$ cat src/sqvs_pkg.sv
// shared types, constants and table functions for the sprite quad vertex setup
// no dependencies
package sqvs_pkg;

  localparam int SineTableDepth = 256;
  localparam logic [63:0] HalfPiQ30 = 64'd1686629713;
  localparam int NumVerts = 6;
  localparam logic [2:0] LastCorner = 3'd5;
  localparam int DivBits = 28;
  localparam int DivStep = 4;
  localparam int DivStages = DivBits / DivStep;
  localparam int PipeDepth = 8;
  localparam logic [63:0] SineDiv [7] = '{64'd6, 64'd20, 64'd42, 64'd72, 64'd110, 64'd156,
                                          64'd210};

  // register map, index taken from paddr bit 2
  typedef enum logic {
    RegTexWidth  = 1'b0,
    RegTexHeight = 1'b1
  } reg_idx_e;

  typedef logic signed [23:0] coord_t;
  typedef logic signed [17:0] texc_t;
  typedef logic signed [17:0] trig_t;

  // four distinct corners, index = col + 2*row
  typedef struct packed {
    coord_t [3:0] x;
    coord_t [3:0] y;
  } quad_pos_t;

  typedef struct packed {
    logic [12:0] tex_width;
    logic [12:0] tex_height;
  } tex_cfg_t;

  // quarter-wave entry from the table position p = i * 2^32 / depth
  function automatic logic [16:0] quarter_sine(input logic [63:0] p);
    logic [63:0] x;
    logic [63:0] x2;
    logic [63:0] t;
    logic [63:0] sum;
    logic [63:0] r;
    x = (p * HalfPiQ30) >> 32;
    x2 = (x * x) >> 30;
    t = x;
    sum = x;
    for (int k = 1; k <= 7; k++) begin
      t = ((t * x2) >> 30) / SineDiv[k-1];
      if (k % 2 == 1) sum = sum - t;
      else sum = sum + t;
    end
    r = (sum + 64'd8192) >> 14;
    if (r > 64'd65536) r = 64'd65536;
    return r[16:0];
  endfunction

  function automatic logic corner_col(input logic [2:0] k);
    case (k)
      3'd1, 3'd3, 3'd4: return 1'b1;
      default:          return 1'b0;
    endcase
  endfunction

  function automatic logic corner_row(input logic [2:0] k);
    case (k)
      3'd2, 3'd4, 3'd5: return 1'b1;
      default:          return 1'b0;
    endcase
  endfunction

endpackage

$ cat src/sqvs_tex_div.sv
// pipelined restoring divider for one texture coordinate, four quotient bits a stage
// depends on sqvs_pkg
module sqvs_tex_div (
  input  logic        clk_i,
  input  logic        en_i,
  input  logic [11:0] src_i,
  input  logic [12:0] size_i,
  output logic [sqvs_pkg::DivBits-1:0] quo_o
);
  localparam int NB = sqvs_pkg::DivBits;
  localparam int NS = sqvs_pkg::DivStages;

  logic [12:0]   rem_q [NS];
  logic [NB-1:0] num_q [NS];
  logic [NB-1:0] quo_q [NS];
  logic [12:0]   rem_d [NS];
  logic [NB-1:0] num_d [NS];
  logic [NB-1:0] quo_d [NS];

  for (genvar s = 0; s < NS; s++) begin : g_stage
    always_comb begin : step
      logic [12:0]   r;
      logic [NB-1:0] n;
      logic [NB-1:0] q;
      logic [13:0]   tr;
      if (s == 0) begin
        // rounded dividend: src * 65536 + size / 2
        r = 13'd0;
        n = {src_i, 16'd0} + NB'(size_i >> 1);
        q = '0;
      end else begin
        r = rem_q[s-1];
        n = num_q[s-1];
        q = quo_q[s-1];
      end
      for (int b = 0; b < sqvs_pkg::DivStep; b++) begin
        tr = {r, n[NB-1]};
        n = {n[NB-2:0], 1'b0};
        if (tr >= {1'b0, size_i}) begin
          tr = tr - {1'b0, size_i};
          q = {q[NB-2:0], 1'b1};
        end else begin
          q = {q[NB-2:0], 1'b0};
        end
        r = tr[12:0];
      end
      rem_d[s] = r;
      num_d[s] = n;
      quo_d[s] = q;
    end

    always_ff @(posedge clk_i) begin
      if (en_i) begin
        rem_q[s] <= rem_d[s];
        num_q[s] <= num_d[s];
        quo_q[s] <= quo_d[s];
      end
    end
  end

  assign quo_o = quo_q[NS-1];
endmodule

$ cat config.mk
export PLATFORM = sky130hd
export DESIGN_NAME = sqvs_tex_div
export DESIGN_NICKNAME = d
export VERILOG_FILES = /design/src/sqvs_pkg.sv /design/src/sqvs_tex_div.sv
export SDC_FILE = /design/constraint.sdc
export NUM_CORES = 1
export LEC_CHECK = 0
export BUFFER_PORTS_ARGS = -buffer_cell sky130_fd_sc_hd__buf_2
export CAP_MARGIN = 20
export CORE_MARGIN = 10
export CORE_UTILIZATION = 50
export CTS_BUF_LIST = sky130_fd_sc_hd__clkbuf_16
export CTS_CLUSTER_SIZE = 12
export DETAILED_ROUTE_END_ITERATION = 10
export PLACE_DENSITY = 0.67
export SLEW_MARGIN = 40
export SYNTH_ARGS = -nofsm -noshare
export SYNTH_HDL_FRONTEND = slang
export SYNTH_SLANG_ARGS = --single-unit
export TNS_END_PERCENT = 10
$ cat constraint.sdc
create_clock -name clk_i -period 22.6 [get_ports clk_i]
set_input_delay 4.52 -clock clk_i [delete_from_list [all_inputs] [get_ports clk_i]]
set_output_delay 4.52 -clock clk_i [all_outputs]
set_load 0.05 [all_outputs]
==> flow_summary.ini <==
[logic_synthesis]
synth_common_cells = 350 x ha_1, 262 x edfxtp_1, 224 x a21oi_1, 210 x nor2_1, 191 x nand2_1
syn-num-nets = 3296
synth_warnings = 0
ys_ff_latch = 262
async_flop_share = 0
synth_top_area_share = 0.290
synthMostInstantiatedCell = ha_1
ys_types = 98
synth_area_leader_cell = edfxtp_1
synth.avg_cell_area_um2 = 9.37
synth.area.top_cells = edfxtp_1 29%, ha_1 16%, xnor2_1 5.1%
synth-edff-count = 262
syn_area_um2 = 27100
synth_seq_area_share = 0.290
ys.flop_type = edfxtp_1
syn_inst = 2896

[setup_path]
crit_fanout = 21
cp-start-kind = input port
cp-end-kind = flip-flop
regToRegStartpoint = num_q[0][23]
cp_top_family = compound AO/OA/AOI/OAI gates
crit_slowest_cell = a21boi_1
path_class = in -> reg
crit_top_cell = a21oi_1
crit_start = size_i[0]
rr_endpoint = rem_q[1][6]
worstPathRequired_ns = 22.89
critPathArrivalTime_ns = 16.48
slowest_delay_ns = 0.64
r2r_slack_ns = 10.80
path_buf_inv = 3
reg2reg_depth = 38

[global_routing]
overflow = 0
grt_pass1_wl_um = 116000
grt_pass1_vias = 22300
grt_usage = 0.225
grt_start_max_net_pins = 82
grt_antenna_before_repair = 1

[hold_path]
holdPathStages = 0
hold_path_startpoint = quo_q[1][6]
holdPathEnd = quo_q[2][10]
hold_class = reg -> reg

[sta]
rsz0062_at_grt = no
hold_viol = 0
fin_tns_setup_ns = 0
finalSetupViolations = 0
clock.fmax_mhz = 61.8
worst_slew_pin_slew_ns = 0.766
skew_ns = 0.0189
fin_crit_ns = 16.19
final.period_utilization = 0.716
slew_violations = 0
slew_headroom = 0.485

[detailed_routing]
final_antenna_net_count = 0
drc = 0
vias = 22700
post_drt_wl_per_cell_um = 19.8
dr.pass1.iters = 7
wirelength_um = 72900
avgViaCountPerCell = 6.17
drtIter0Drc = 1513

[floorplanning]
start_util = 0.504
core_um2 = 53800
die_area_um2 = 64000
row_count = 85
io_pins = 55
die_y_um = 253
die_x_um = 253

[placement]
hpwlAfterDp_um = 54000
place.gp.congestion = 0.939
dp_cells = 3625
io_buffer_count = 54

[cts]
clockRootBuffer = clkbuf_16
clockBufferDepth = 3
cts_made_buffers = 34
postCtsHoldBufs = 0
insertion_delay_ns = 0.55
tritoncts = yes
post_cts_buffers = 0
clkTransAtPathRegs_ns = 0.05
cts_sinks = 262
cts_max_level = 2
cts.repair.resized = 0

[final_layout]
drive_gt1_frac = 0.111
final.fill_count = 4822
fin_nets = 3366
diodes = 0
instances_no_fill = 3683
area_growth_pct = 8.77

[status]
outcome = completed

[run]
cap_violations = 0
==> per-stage QoR <==
stage               hold slack [ns]   util  cell area, µm²  worst slack [ns]
floorplan                     0.400      -           27100              8.30
global placement              0.400  0.525           28200              6.55
detailed placement            0.405  0.526           28300              6.14
CTS                           0.415  0.547           29500              6.70
global route                  0.416  0.549           29500              5.75
finish                        0.415  0.549           29500              6.41
==> routing by layer <==
layer,up-vias,part of all wire,global-route usage,wire (µm)
met2,625,0.47,0.380,34500
li1,11100,-,-,-
met3,153,0.054,0.0347,3910
met1,10800,0.44,0.283,32000
met4,2,0.035,0.0876,2530
met5,-,0.00018,0,13
==> worst max-delay path by stage <==
stage                     cells past startpoint           to  slack [ns]
after CTS                                    40  rem_q[1][6]        6.70
after global routing                         40  rem_q[1][6]        5.75
after global placement                       39  rem_q[1][3]        6.55
after floorplan                              45  rem_q[1][4]        8.30
final                                        39  rem_q[1][6]        6.41
after detailed placement                     40  rem_q[1][6]        6.14
==> area by class of cell <==
type / instances / area, µm² / area share
clock buffers: 37 / 926 / 0.0314
clock inverters: 20 / 251 / 0.00852
inverters: 161 / 604 / 0.0205
multi-input cells: 2427 / 18500 / 0.626
flip-flops and latches: 262 / 7870 / 0.267
well taps: 696 / 871 / 0.0295
repair buffers: 80 / 519 / 0.0176
==> logic make-up (layout without fill, tap and decap cells) <==
logic type / Yosys count / after routing / synth area share
adders and majority gates: 373 / 373 / 0.178
AOI/OAI and AO/OA: 817 / 817 / 0.202
and+or+nand+nor: 832 / 832 / 0.152
xor gates and xnor gates: 234 / 234 / 0.0755
DFF: 262 / 262 / 0.290
muxes: 171 / 171 / 0.0711
buffers and inverters: 207 / 298 / 0.0314
==> registers in the layout, summed over array words and instances, names as in the netlist <==
| signal | flops |
|---|---|
| quo_q | 112 |
| num_q | 72 |
| rem_q | 78 |
==> layout by cell type (no fill, tap or decap), types with 23 or more instances in the layout <==
master     synthesis  final
mux2_2           111    111
nor2b_1           62     62
xnor2_1          158    158
nand2b_1          52     52
buf_2             15     53
a221o_1           25     25
o21a_1            46     46
a21oi_1          224    224
o31ai_1           23     23
edfxtp_1         262    262
nor2_1           210    209
or2_2             24     24
inv_1            153    158
or3_1             24     24
clkbuf_16          0     37
nor3_1            84     83
nand3_1           48     48
xor2_1            76     76
a21o_1            78     78
a31oi_1           29     29
nand2_1          191    191
fa_1              23     23
and2_1            24     24
o21ai_0          161    161
ha_1             350    350
a211oi_1          30     30
mux2i_1           35     35
nand4_1           53     53
o211ai_1          24     24
Power is left out: the tool's default activity adds up to more than one toggle a clock period on the data nets, which glitch-free logic cannot reach.
