## src/sqvs_pkg.sv

```systemverilog
// shared types, constants and table functions for the sprite quad vertex setup
// no dependencies
package sqvs_pkg;

  localparam int SineTableDepth = 256;
  localparam logic [63:0] HalfPiQ30 = 64'd1686629713;
  localparam int NumVerts = 6;
  localparam logic [2:0] LastCorner = 3'd5;
  localparam int DivBits = 28;
  localparam int DivStep = 4;
  localparam int DivStages = DivBits / DivStep;
  localparam int PipeDepth = 8;
  localparam logic [63:0] SineDiv [7] = '{64'd6, 64'd20, 64'd42, 64'd72, 64'd110, 64'd156,
                                          64'd210};

  // register map, index taken from paddr bit 2
  typedef enum logic {
    RegTexWidth  = 1'b0,
    RegTexHeight = 1'b1
  } reg_idx_e;

  typedef logic signed [23:0] coord_t;
  typedef logic signed [17:0] texc_t;
  typedef logic signed [17:0] trig_t;

  // four distinct corners, index = col + 2*row
  typedef struct packed {
    coord_t [3:0] x;
    coord_t [3:0] y;
  } quad_pos_t;

  typedef struct packed {
    logic [12:0] tex_width;
    logic [12:0] tex_height;
  } tex_cfg_t;

  // quarter-wave entry from the table position p = i * 2^32 / depth
  function automatic logic [16:0] quarter_sine(input logic [63:0] p);
    logic [63:0] x;
    logic [63:0] x2;
    logic [63:0] t;
    logic [63:0] sum;
    logic [63:0] r;
    x = (p * HalfPiQ30) >> 32;
    x2 = (x * x) >> 30;
    t = x;
    sum = x;
    for (int k = 1; k <= 7; k++) begin
      t = ((t * x2) >> 30) / SineDiv[k-1];
      if (k % 2 == 1) sum = sum - t;
      else sum = sum + t;
    end
    r = (sum + 64'd8192) >> 14;
    if (r > 64'd65536) r = 64'd65536;
    return r[16:0];
  endfunction

  function automatic logic corner_col(input logic [2:0] k);
    case (k)
      3'd1, 3'd3, 3'd4: return 1'b1;
      default:          return 1'b0;
    endcase
  endfunction

  function automatic logic corner_row(input logic [2:0] k);
    case (k)
      3'd2, 3'd4, 3'd5: return 1'b1;
      default:          return 1'b0;
    endcase
  endfunction

endpackage

```

## src/sqvs_cfg.sv

```systemverilog
// apb register file holding texture width and height
// depends on sqvs_pkg
module sqvs_cfg (
  input  logic        clk_i,
  input  logic        rst_ni,
  input  logic        psel,
  input  logic        penable,
  input  logic        pwrite,
  input  logic [2:0]  paddr,
  input  logic [31:0] pwdata,
  output logic [31:0] prdata,
  output logic        pready,
  output sqvs_pkg::tex_cfg_t cfg_o
);
  logic [12:0] width_q, height_q;
  logic        wr_en;

  assign pready = 1'b1;
  assign wr_en  = psel && penable && pwrite;

  always_ff @(posedge clk_i or negedge rst_ni) begin
    if (!rst_ni) begin
      width_q  <= 13'd1;
      height_q <= 13'd1;
    end else if (wr_en) begin
      case (sqvs_pkg::reg_idx_e'(paddr[2]))
        sqvs_pkg::RegTexWidth:  width_q  <= pwdata[12:0];
        sqvs_pkg::RegTexHeight: height_q <= pwdata[12:0];
        default: ;
      endcase
    end
  end

  always_comb begin
    case (sqvs_pkg::reg_idx_e'(paddr[2]))
      sqvs_pkg::RegTexWidth:  prdata = {19'd0, width_q};
      sqvs_pkg::RegTexHeight: prdata = {19'd0, height_q};
      default:                prdata = 32'd0;
    endcase
  end

  // a zero size acts as one
  assign cfg_o.tex_width  = (width_q == 13'd0) ? 13'd1 : width_q;
  assign cfg_o.tex_height = (height_q == 13'd0) ? 13'd1 : height_q;
endmodule

```

## config.mk

```make
export PLATFORM = sky130hd
export DESIGN_NAME = sqvs_cfg
export DESIGN_NICKNAME = d
export VERILOG_FILES = /design/src/sqvs_pkg.sv /design/src/sqvs_cfg.sv
export SDC_FILE = /design/constraint.sdc
export NUM_CORES = 1
export LEC_CHECK = 0
export BUFFER_PORTS_ARGS = -buffer_cell sky130_fd_sc_hd__buf_4
export CAP_MARGIN = 20
export CORE_ASPECT_RATIO = 0.6
export CORE_MARGIN = 2
export CORE_UTILIZATION = 40
export DETAILED_ROUTE_END_ITERATION = 8
export HOLD_SLACK_MARGIN = 0.06
export PLACE_DENSITY = 0.83
export SYNTH_ARGS = -nofsm -noshare
export SYNTH_HDL_FRONTEND = slang
export SYNTH_SLANG_ARGS = --single-unit
export TNS_END_PERCENT = 50
```

## constraint.sdc

```tcl
create_clock -name clk_i -period 2.53 [get_ports clk_i]
set_input_delay 0.253 -clock clk_i [delete_from_list [all_inputs] [get_ports clk_i]]
set_output_delay 0.253 -clock clk_i [all_outputs]
set_load 0.01 [all_outputs]
```

==> impl_metrics.csv <==
group,metric,value,unit
run_status,status,"finished, final reports clean",
clock_tree,h-tree-depth,1,
grt,antenna_found_initial,0,
cells_and_area,fin_util,0.511,
timing,setup_ws,852,ps
cells_and_area,drive_gt1_frac,0.675,
cells_and_area,multiInputGateArea,643,µm²
cells_and_area,regArea,653,µm²
critical_path,worstPathMaxFanout,4,
logic_synthesis,synth_area_per_cell,12.0,µm²
clock_tree,clock_latency,260,ps
die,start_util,0.413,
drt,vias,954,
timing,worst_pin_slew,622,ps
grt,grt_pass1_wl,4900,µm
grt,grt.overflow.total,0,
placed_design,hpwlAfterDp,2360,µm
logic_synthesis,yosys.area.top_type,"dfrtp_1",
clock_tree,cts-root-buf,"clkbuf_8",
grt,grt_max_degree,27,
clock_tree,clk_transition_reported_paths,90,ps
critical_path,endpoint_kind,"output port",
clock_tree,cts_made_buffers,3,
die,ios,99,
logic_synthesis,synth_top_cell_area_share,0.402,
drt,antenna_left,0,
grt,grt_pass1_vias,963,
timing,post-route-period-util,0.663,
die,die_h,51.3,µm
die,rows,17,
timing,slew_headroom,0.584,
critical_path,worstSetupPathType,"reg2out",
die,die_x,82.9,µm
die,core,3620,µm²
timing,fin_crit,1680,ps
timing,fmax,0.596,GHz
grt,track_usage,0.149,
logic_synthesis,synth_seq_area_share,0.438,
placed_design,post-place-ws,860,ps
power_and_ir_drop,ir_drop,0.460,mV
power_and_ir_drop,power_density,767,nW/µm²
cells_and_area,n_fill_cell,327,
cells_and_area,diodes,0,
cells_and_area,final_cells,204,
power_and_ir_drop,power.share.clock,0.189,
logic_synthesis,syn-cell-area,1490,µm²
drt,wl_per_cell,15.4,µm
logic_synthesis,yosysUniqueCellTypes,13,
timing,tns,0,ps
timing,slew_violations,0,
power_and_ir_drop,p_int,0.980,mW
cells_and_area,layout_commonest_cell,"buf_4",
placed_design,place.gp.congestion,0.721,
critical_path,crit_slowest_cell,"dfrtp_1",
clock_tree,cts_sinks,26,
logic_synthesis,ys_ff_latch,26,
clock_tree,cts_buffer_depth,2,
critical_path,arrival,1430,ps
cells_and_area,area_growth,23.8,%
min_path,min_path_type,"in2reg",
power_and_ir_drop,power_switching,0.437,mW
power_and_ir_drop,power,1.42,mW
timing,final-hold-violation-count,0,
drt,drt_first_iter_violations,23,
logic_synthesis,ys_warn_count,0,
cells_and_area,final_cell_mix,"buf_4, mux2_2, dfrtp_1",
die,dieArea,4250,µm²
logic_synthesis,synth.area.top_cells,"dfrtp_1, mux2_2, buf_4",
clock_tree,tritoncts,"done",
drt,wl,3140,µm
critical_path,startpoint_type,"flop",
critical_path,worst_path_largest_cell_delay,420,ps
drt,drc,0,
flow_run,drv_cap,0,
critical_path,path_cells,"nor4_1 > a31o_2 > buf_4",
drt,via_per_inst,4.68,
power_and_ir_drop,sw_frac_of_total,0.308,
clock_tree,cts_resized,0,
timing,rsz0062_at_grt,"no",
timing,setup_violations,0,
cells_and_area,nets,198,
placed_design,dp_cells,199,
power_and_ir_drop,p_seq_frac,0.432,
power_and_ir_drop,comb_power_share,0.379,
power_and_ir_drop,leakage,0.935,nW
logic_synthesis,synth_cells,124,
placed_design,port_buffers,57,
timing,skew,0,ps
drt,drt-pass1-iter-count,4,
critical_path,worstPathRequired,2280,ps
logic make-up after synthesis:
kind of cell           Yosys count  share of synthesized area
multiplexers                    39                      0.319
AND/OR/NAND/NOR                  8                     0.0495
other                            2                    0.00503
buffers and inverters           47                      0.177
AO/OA/AOI/OAI                    2                     0.0117
flip-flops                      26                      0.438
worst paths after layout:
check	start	endpoint	slack, ps	cells after the start
setup reg to reg	width_q[12]	width_q[12]	1710	1
hold reg to reg	width_q[6]	width_q[6]	570	1
min in group asynchronous	rst_ni	width_q[12]	420	2
setup / recovery	height_q[9]	cfg_o[0]	850	3
max in group asynchronous	rst_ni	height_q[0]	1810	2
hold / removal	pwdata[11]	height_q[11]	220	2
what timing repair did:
action / in CTS / in global routing
hold buffers: 1 / 0
endpoints found under the hold margin: 24 / 0
buffers inserted: 0 / 0
endpoints found under the setup margin: 0 / 0
per-stage QoR:
stage,instance area (µm²),hold slack (ps)
after floorplan,1560,-42.6
after global placement,1780,174
after detailed placement,1780,185
after CTS,1850,209
after global routing,1850,205
final,1850,216
critical path: cells and delay by family, from the launching register on:
kind	cells	cell delay (ps)
flip-flops	1	420
AND/OR/NAND/NOR	1	410
AO/OA/AOI/OAI	1	220
buffers and inverters	1	110
synth_stat cells:
master     n
a31o_2     2
buf_2      1
buf_4     21
buf_6      1
clkbuf_1  24
conb_1     2
dfrtp_1   24
dfstp_2    2
mux2_2    29
mux2_4    10
nand4_2    1
nand4b_4   1
nor4_1     6
final cells by class:
class,instances,share of cell area
Clock buffer,4,0.0298
Tap cell,47,0.0318
Timing Repair Buffer,58,0.237
Sequential cell,26,0.353
Multi-Input combinational cell,69,0.348
flip-flops by register name (all words and copies together), names as in the netlist:
name / flops
width_q: 13
height_q: 13
power by group through the flow:
| stage | sequential (mW) | clock (mW) | combinational [mW] |
|---|---|---|---|
| after floorplan | 0.582 | 0 | 0.350 |
| after global placement | 0.612 | 0 | 0.536 |
| after detailed placement | 0.622 | 0 | 0.544 |
| after CTS | 0.614 | 0.278 | 0.547 |
| after global routing | 0.635 | 0.293 | 0.574 |
| final | 0.612 | 0.267 | 0.538 |
metal layers:
layer | up-vias | routed length, µm | global-route usage
li1 | 435 | - | -
met1 | 478 | 1430 | 0.202
met2 | 41 | 1480 | 0.243
met3 | 0 | 226 | 0.0485
met4 | 0 | 0 | 0.0164
met5 | - | 0 | 0
Power figures use the tool's default switching activity.
