===== config.mk =====
export PLATFORM = sky130hd
export DESIGN_NAME = sqvs_emit_flat
export DESIGN_NICKNAME = d
export VERILOG_FILES = /design/src/sqvs_pkg.sv /design/src/sqvs_if.sv /design/src/sqvs_emit.sv /design/src/flat_wrapper.sv
export SDC_FILE = /design/constraint.sdc
export NUM_CORES = 1
export LEC_CHECK = 0
export BUFFER_PORTS_ARGS = -buffer_cell sky130_fd_sc_hd__buf_4
export CORE_MARGIN = 2
export CORE_UTILIZATION = 40
export CTS_CLUSTER_DIAMETER = 50
export CTS_CLUSTER_SIZE = 14
export DETAILED_ROUTE_END_ITERATION = 7
export PLACE_DENSITY = 0.7
export SYNTH_ARGS = -nofsm -noshare
export SYNTH_HDL_FRONTEND = slang
export SYNTH_SLANG_ARGS = --single-unit

===== constraint.sdc =====
create_clock -name clk_i -period 11.4 [get_ports clk_i]
set_input_delay 2.28 -clock clk_i [delete_from_list [all_inputs] [get_ports clk_i]]
set_output_delay 2.28 -clock clk_i [all_outputs]
set_load 0.1 [all_outputs]

===== src/sqvs_pkg.sv =====
// shared types, constants and table functions for the sprite quad vertex setup
// no dependencies
package sqvs_pkg;

  localparam int SineTableDepth = 256;
  localparam logic [63:0] HalfPiQ30 = 64'd1686629713;
  localparam int NumVerts = 6;
  localparam logic [2:0] LastCorner = 3'd5;
  localparam int DivBits = 28;
  localparam int DivStep = 4;
  localparam int DivStages = DivBits / DivStep;
  localparam int PipeDepth = 8;
  localparam logic [63:0] SineDiv [7] = '{64'd6, 64'd20, 64'd42, 64'd72, 64'd110, 64'd156,
                                          64'd210};

  // register map, index taken from paddr bit 2
  typedef enum logic {
    RegTexWidth  = 1'b0,
    RegTexHeight = 1'b1
  } reg_idx_e;

  typedef logic signed [23:0] coord_t;
  typedef logic signed [17:0] texc_t;
  typedef logic signed [17:0] trig_t;

  // four distinct corners, index = col + 2*row
  typedef struct packed {
    coord_t [3:0] x;
    coord_t [3:0] y;
  } quad_pos_t;

  typedef struct packed {
    logic [12:0] tex_width;
    logic [12:0] tex_height;
  } tex_cfg_t;

  // quarter-wave entry from the table position p = i * 2^32 / depth
  function automatic logic [16:0] quarter_sine(input logic [63:0] p);
    logic [63:0] x;
    logic [63:0] x2;
    logic [63:0] t;
    logic [63:0] sum;
    logic [63:0] r;
    x = (p * HalfPiQ30) >> 32;
    x2 = (x * x) >> 30;
    t = x;
    sum = x;
    for (int k = 1; k <= 7; k++) begin
      t = ((t * x2) >> 30) / SineDiv[k-1];
      if (k % 2 == 1) sum = sum - t;
      else sum = sum + t;
    end
    r = (sum + 64'd8192) >> 14;
    if (r > 64'd65536) r = 64'd65536;
    return r[16:0];
  endfunction

  function automatic logic corner_col(input logic [2:0] k);
    case (k)
      3'd1, 3'd3, 3'd4: return 1'b1;
      default:          return 1'b0;
    endcase
  endfunction

  function automatic logic corner_row(input logic [2:0] k);
    case (k)
      3'd2, 3'd4, 3'd5: return 1'b1;
      default:          return 1'b0;
    endcase
  endfunction

endpackage


===== src/sqvs_if.sv =====


interface sqvs_out_if;
  logic        valid;
  logic        ready;
  logic signed [23:0] vertex_x;
  logic signed [23:0] vertex_y;
  logic signed [17:0] tex_u;
  logic signed [17:0] tex_v;
  logic [31:0] color_rgba;
  logic [2:0]  corner;
  logic        last_vertex;

  modport source(output valid, vertex_x, vertex_y, tex_u, tex_v, color_rgba, corner,
                 last_vertex, input ready);
  modport sink(input valid, vertex_x, vertex_y, tex_u, tex_v, color_rgba, corner,
               last_vertex, output ready);
endinterface


===== src/sqvs_emit.sv =====
// vertex emitter: holds one finished sprite and sends its six vertices
// depends on sqvs_pkg and the out channel interface
module sqvs_emit (
  input  logic                clk_i,
  input  logic                rst_ni,
  input  logic                valid_i,
  output logic                take_o,
  input  sqvs_pkg::quad_pos_t pos_i,
  input  sqvs_pkg::texc_t     tu_i [2],
  input  sqvs_pkg::texc_t     tv_i [2],
  input  logic [31:0]         rgba_i,
  sqvs_out_if.source          out_o
);
  logic                full_q;
  logic [2:0]          cnt_q;
  sqvs_pkg::quad_pos_t pos_q;
  sqvs_pkg::texc_t     tu_q [2];
  sqvs_pkg::texc_t     tv_q [2];
  logic [31:0]         rgba_q;
  logic                fire, done, a, b;

  assign fire   = out_o.valid && out_o.ready;
  assign done   = fire && (cnt_q == sqvs_pkg::LastCorner);
  assign take_o = valid_i && (!full_q || done);

  always_ff @(posedge clk_i or negedge rst_ni) begin
    if (!rst_ni) begin
      full_q <= 1'b0;
      cnt_q  <= 3'd0;
    end else begin
      if (take_o) full_q <= 1'b1;
      else if (done) full_q <= 1'b0;
      if (done) cnt_q <= 3'd0;
      else if (fire) cnt_q <= cnt_q + 3'd1;
    end
  end

  always_ff @(posedge clk_i) begin
    if (take_o) begin
      pos_q  <= pos_i;
      tu_q   <= tu_i;
      tv_q   <= tv_i;
      rgba_q <= rgba_i;
    end
  end

  assign a = sqvs_pkg::corner_col(cnt_q);
  assign b = sqvs_pkg::corner_row(cnt_q);

  assign out_o.valid       = full_q;
  assign out_o.vertex_x    = pos_q.x[{b, a}];
  assign out_o.vertex_y    = pos_q.y[{b, a}];
  assign out_o.tex_u       = tu_q[a];
  assign out_o.tex_v       = tv_q[b];
  assign out_o.color_rgba  = rgba_q;
  assign out_o.corner      = cnt_q;
  assign out_o.last_vertex = (cnt_q == sqvs_pkg::LastCorner);
endmodule


===== src/flat_wrapper.sv =====
// flat-port wrapper written by rule: the top's interface ports become plain ports
module sqvs_emit_flat 
  (clk_i, rst_ni, valid_i, take_o, pos_i, tu_i, tv_i, rgba_i, out_o_valid, out_o_vertex_x, out_o_vertex_y, out_o_tex_u, out_o_tex_v, out_o_color_rgba, out_o_corner, out_o_last_vertex, out_o_ready);
  sqvs_out_if out_o_i ();
  input  logic clk_i;
  input  logic rst_ni;
  input  logic valid_i;
  output logic take_o;
  input  sqvs_pkg::quad_pos_t pos_i;
  input  sqvs_pkg::texc_t tu_i[2];
  input  sqvs_pkg::texc_t tv_i[2];
  input  logic [31:0] rgba_i;
  output wire logic [$bits(out_o_i.valid)-1:0] out_o_valid;
  output wire logic [$bits(out_o_i.vertex_x)-1:0] out_o_vertex_x;
  output wire logic [$bits(out_o_i.vertex_y)-1:0] out_o_vertex_y;
  output wire logic [$bits(out_o_i.tex_u)-1:0] out_o_tex_u;
  output wire logic [$bits(out_o_i.tex_v)-1:0] out_o_tex_v;
  output wire logic [$bits(out_o_i.color_rgba)-1:0] out_o_color_rgba;
  output wire logic [$bits(out_o_i.corner)-1:0] out_o_corner;
  output wire logic [$bits(out_o_i.last_vertex)-1:0] out_o_last_vertex;
  input wire logic [$bits(out_o_i.ready)-1:0] out_o_ready;
  assign out_o_valid = out_o_i.valid;
  assign out_o_vertex_x = out_o_i.vertex_x;
  assign out_o_vertex_y = out_o_i.vertex_y;
  assign out_o_tex_u = out_o_i.tex_u;
  assign out_o_tex_v = out_o_i.tex_v;
  assign out_o_color_rgba = out_o_i.color_rgba;
  assign out_o_corner = out_o_i.corner;
  assign out_o_last_vertex = out_o_i.last_vertex;
  assign out_o_i.ready = out_o_ready;
  sqvs_emit u_core (.clk_i(clk_i), .rst_ni(rst_ni), .valid_i(valid_i), .take_o(take_o), .pos_i(pos_i), .tu_i(tu_i), .tv_i(tv_i), .rgba_i(rgba_i), .out_o(out_o_i));
endmodule

==> reports/metrics.yaml <==
status: "finished clean"
die_w_um: 177
ios: 422
synth_warnings: 0
period_minus_slack_ns: 6.65
synth-async-reset-ratio_pct: 1.33
crit_type: "reg2out"
synth_adder_area_share_pct: 0.522
clk_pin_slew_ns: 0.06
synthSimpleGateAreaFrac_pct: 4.63
drt_iter0_markers: 553
synth_xor_area_share_pct: 0
wl_per_cell_um: 20.1
dpl.hpwl_mm: 20.9
seq_area_frac_synth_pct: 75.0
synth_seq_cells: 300
finalSetupViolations: 0
synth_area_um2: 12000
synthesis.nets: 998
tightest_slew_ns: 1.22
cts_setup_buffers: 0
rsz0062_at_grt: "no"
clk_latency_ns: 0.51
start_kind: "flop"
root_buffer: "clkbuf_16"
skew_ns: 0.0207
cts_tree: "done"
track_usage_pct: 18.6
required_ns: 9.12
antenna_found_initial: 1
fin_util_pct: 55.9
yosysTopAreaCellShare_pct: 74.1
yosysMostFrequentCell: "edfxtp_1"
ctsHoldBuffers: 0
syn_to_final_growth_pct: 37.9
synth-compound-area-share_pct: 5.87
ys_types: 25
finalHoldViolations: 0
vias: 7695
drt-pass1-iter-count: 4
clock_sinks: 300
core_area_um2: 29600
grt_overflow: 0
htree_levels: 2
io_buffers: 421
syn_area_per_cell_um2: 17.3
cp-end-kind: "output pin"
fmax_ghz: 0.150
synthTopCellsByCount: "edfxtp_1, mux2i_1, o21ai_0"
synth_mux_area_share_pct: 11.4
synth_top_family_by_area: "multiplexers"
hp-class: "reg2reg"
critPathArrivalTime_ns: 4.37
synth_area_leaders: "edfxtp_1, mux2i_1, o221ai_1"
viasPerCell: 5.04
tns_ns: 0
place.gp.congestion: 0.747
rows: 63
grt_pass1_vias: 7891
initial_utilization_pct: 40.6
slew_viol_final: 0
grt_max_degree: 191
drc: 0
cts_resized: 0
synth-edff-count: 296
cts.path.max_buffers: 3
wl_mm: 30.7
synth_area_leader_cell: "edfxtp_1"
grt_pass1_wl_mm: 44.2
dieArea_um2: 31400
fin_crit_sh_pct: 58.4
fill_cells: 2388
fin_hold_ws_ns: 0.554
numCtsBuffers: 34
synthFlopType: "edfxtp_1"
syn_inst: 693
die_h_um: 177
cap_violations: 0
max_slew_margin_pct: 18.8
ant_nets: 0
final_nets: 1420
drive_gt1_share_pct: 46.4
path_max_fanout: 55
## layer usage
metal | GRT usage [%] | routed length (um) | vias up | share of wire [%]
li1 | - | - | 3555 | -
met1 | 21.0 | 11400 | 3786 | 37
met2 | 33.3 | 16000 | 299 | 52
met3 | 5.46 | 2450 | 55 | 8.0
met4 | 6.51 | 875 | 0 | 2.8
met5 | 0 | 0 | - | 0
## critical path: stages, from the launching register on
cell,delay [ns]
dfrtp_2,1.07
inv_2,0.07
ha_2,0.24
a211oi_4,0.83
buf_4,0.88
mux2i_1,0.16
mux2i_1,0.20
buf_4,0.33
## logic make-up after synthesis
logic type,Yosys count
AO/OA/AOI/OAI,101
adder cells (fa/ha/maj),5
buffers and inverters,45
flip-flops,300
multiplexers,132
AND/OR/NAND/NOR,110
## state kept, by name (all words and copies together), names as in the netlist
signal / count
u_core.pos_q: 192
u_core.out_o.color_rgba: 32
u_core.out_o.corner: 3
u_core.tu_q: 36
u_core.tv_q: 36
u_core.out_o.valid: 1
## metrics by stage
step,instance area (um^2),instances,worst slack [ns]
2_1_floorplan,12000,693,2.78
3_3_place_gp,15400,1469,5.19
3_5_place_dp,15400,1469,5.19
4_1_cts,16500,1527,4.65
5_1_grt,16500,1527,4.42
6_report,16500,1528,4.75
## worst paths after layout
path / slack (ns) / from / end / cells after the start
setup reg to reg: 7.89 / u_core.out_o.corner[2]$_DFFE_PN0P_ / u_core.pos_q[156]$_DFFE_PP_ / 5
min in group asynchronous: 1.56 / rst_ni / u_core.out_o.valid$_DFFE_PN0P_ / 1
max in group asynchronous: 9.73 / rst_ni / u_core.out_o.corner[2]$_DFFE_PN0P_ / 1
setup / recovery: 4.75 / u_core.out_o.corner[2]$_DFFE_PN0P_ / out_o_vertex_y[12] / 7
hold / removal: 0.55 / u_core.out_o.valid$_DFFE_PN0P_ / u_core.out_o.valid$_DFFE_PN0P_ / 2
hold reg to reg: 0.55 / u_core.out_o.valid$_DFFE_PN0P_ / u_core.out_o.valid$_DFFE_PN0P_ / 2
## cells in the final DEF, fill, tap and decap left out, types with 3 or more instances in the layout
cell	instances
inv_8	4
clkinv_2	3
inv_1	3
o21ai_0	51
mux2i_1	96
clkbuf_16	35
clkinv_8	3
nand2_1	6
clkbuf_1	3
nor2_1	48
edfxtp_1	296
ha_1	3
o221ai_1	48
clkinv_4	3
nor2b_1	49
mux2_2	36
dfrtp_1	3
buf_4	426
## final cells by class
type | instances | area [um^2] | area share (%)
multi-input cells | 348 | 2710 | 16.4
diodes | 1 | 2.50 | 0.0151
clock inverters | 20 | 226 | 1.37
clock buffers | 38 | 887 | 5.36
well taps | 390 | 488 | 2.95
repair buffers | 427 | 3220 | 19.5
inverters | 4 | 15.0 | 0.0908
flip-flops and latches | 300 | 8990 | 54.4
Power is not shown: default switching activity piles up to over one toggle a cycle in this logic, so the estimate is an artifact.
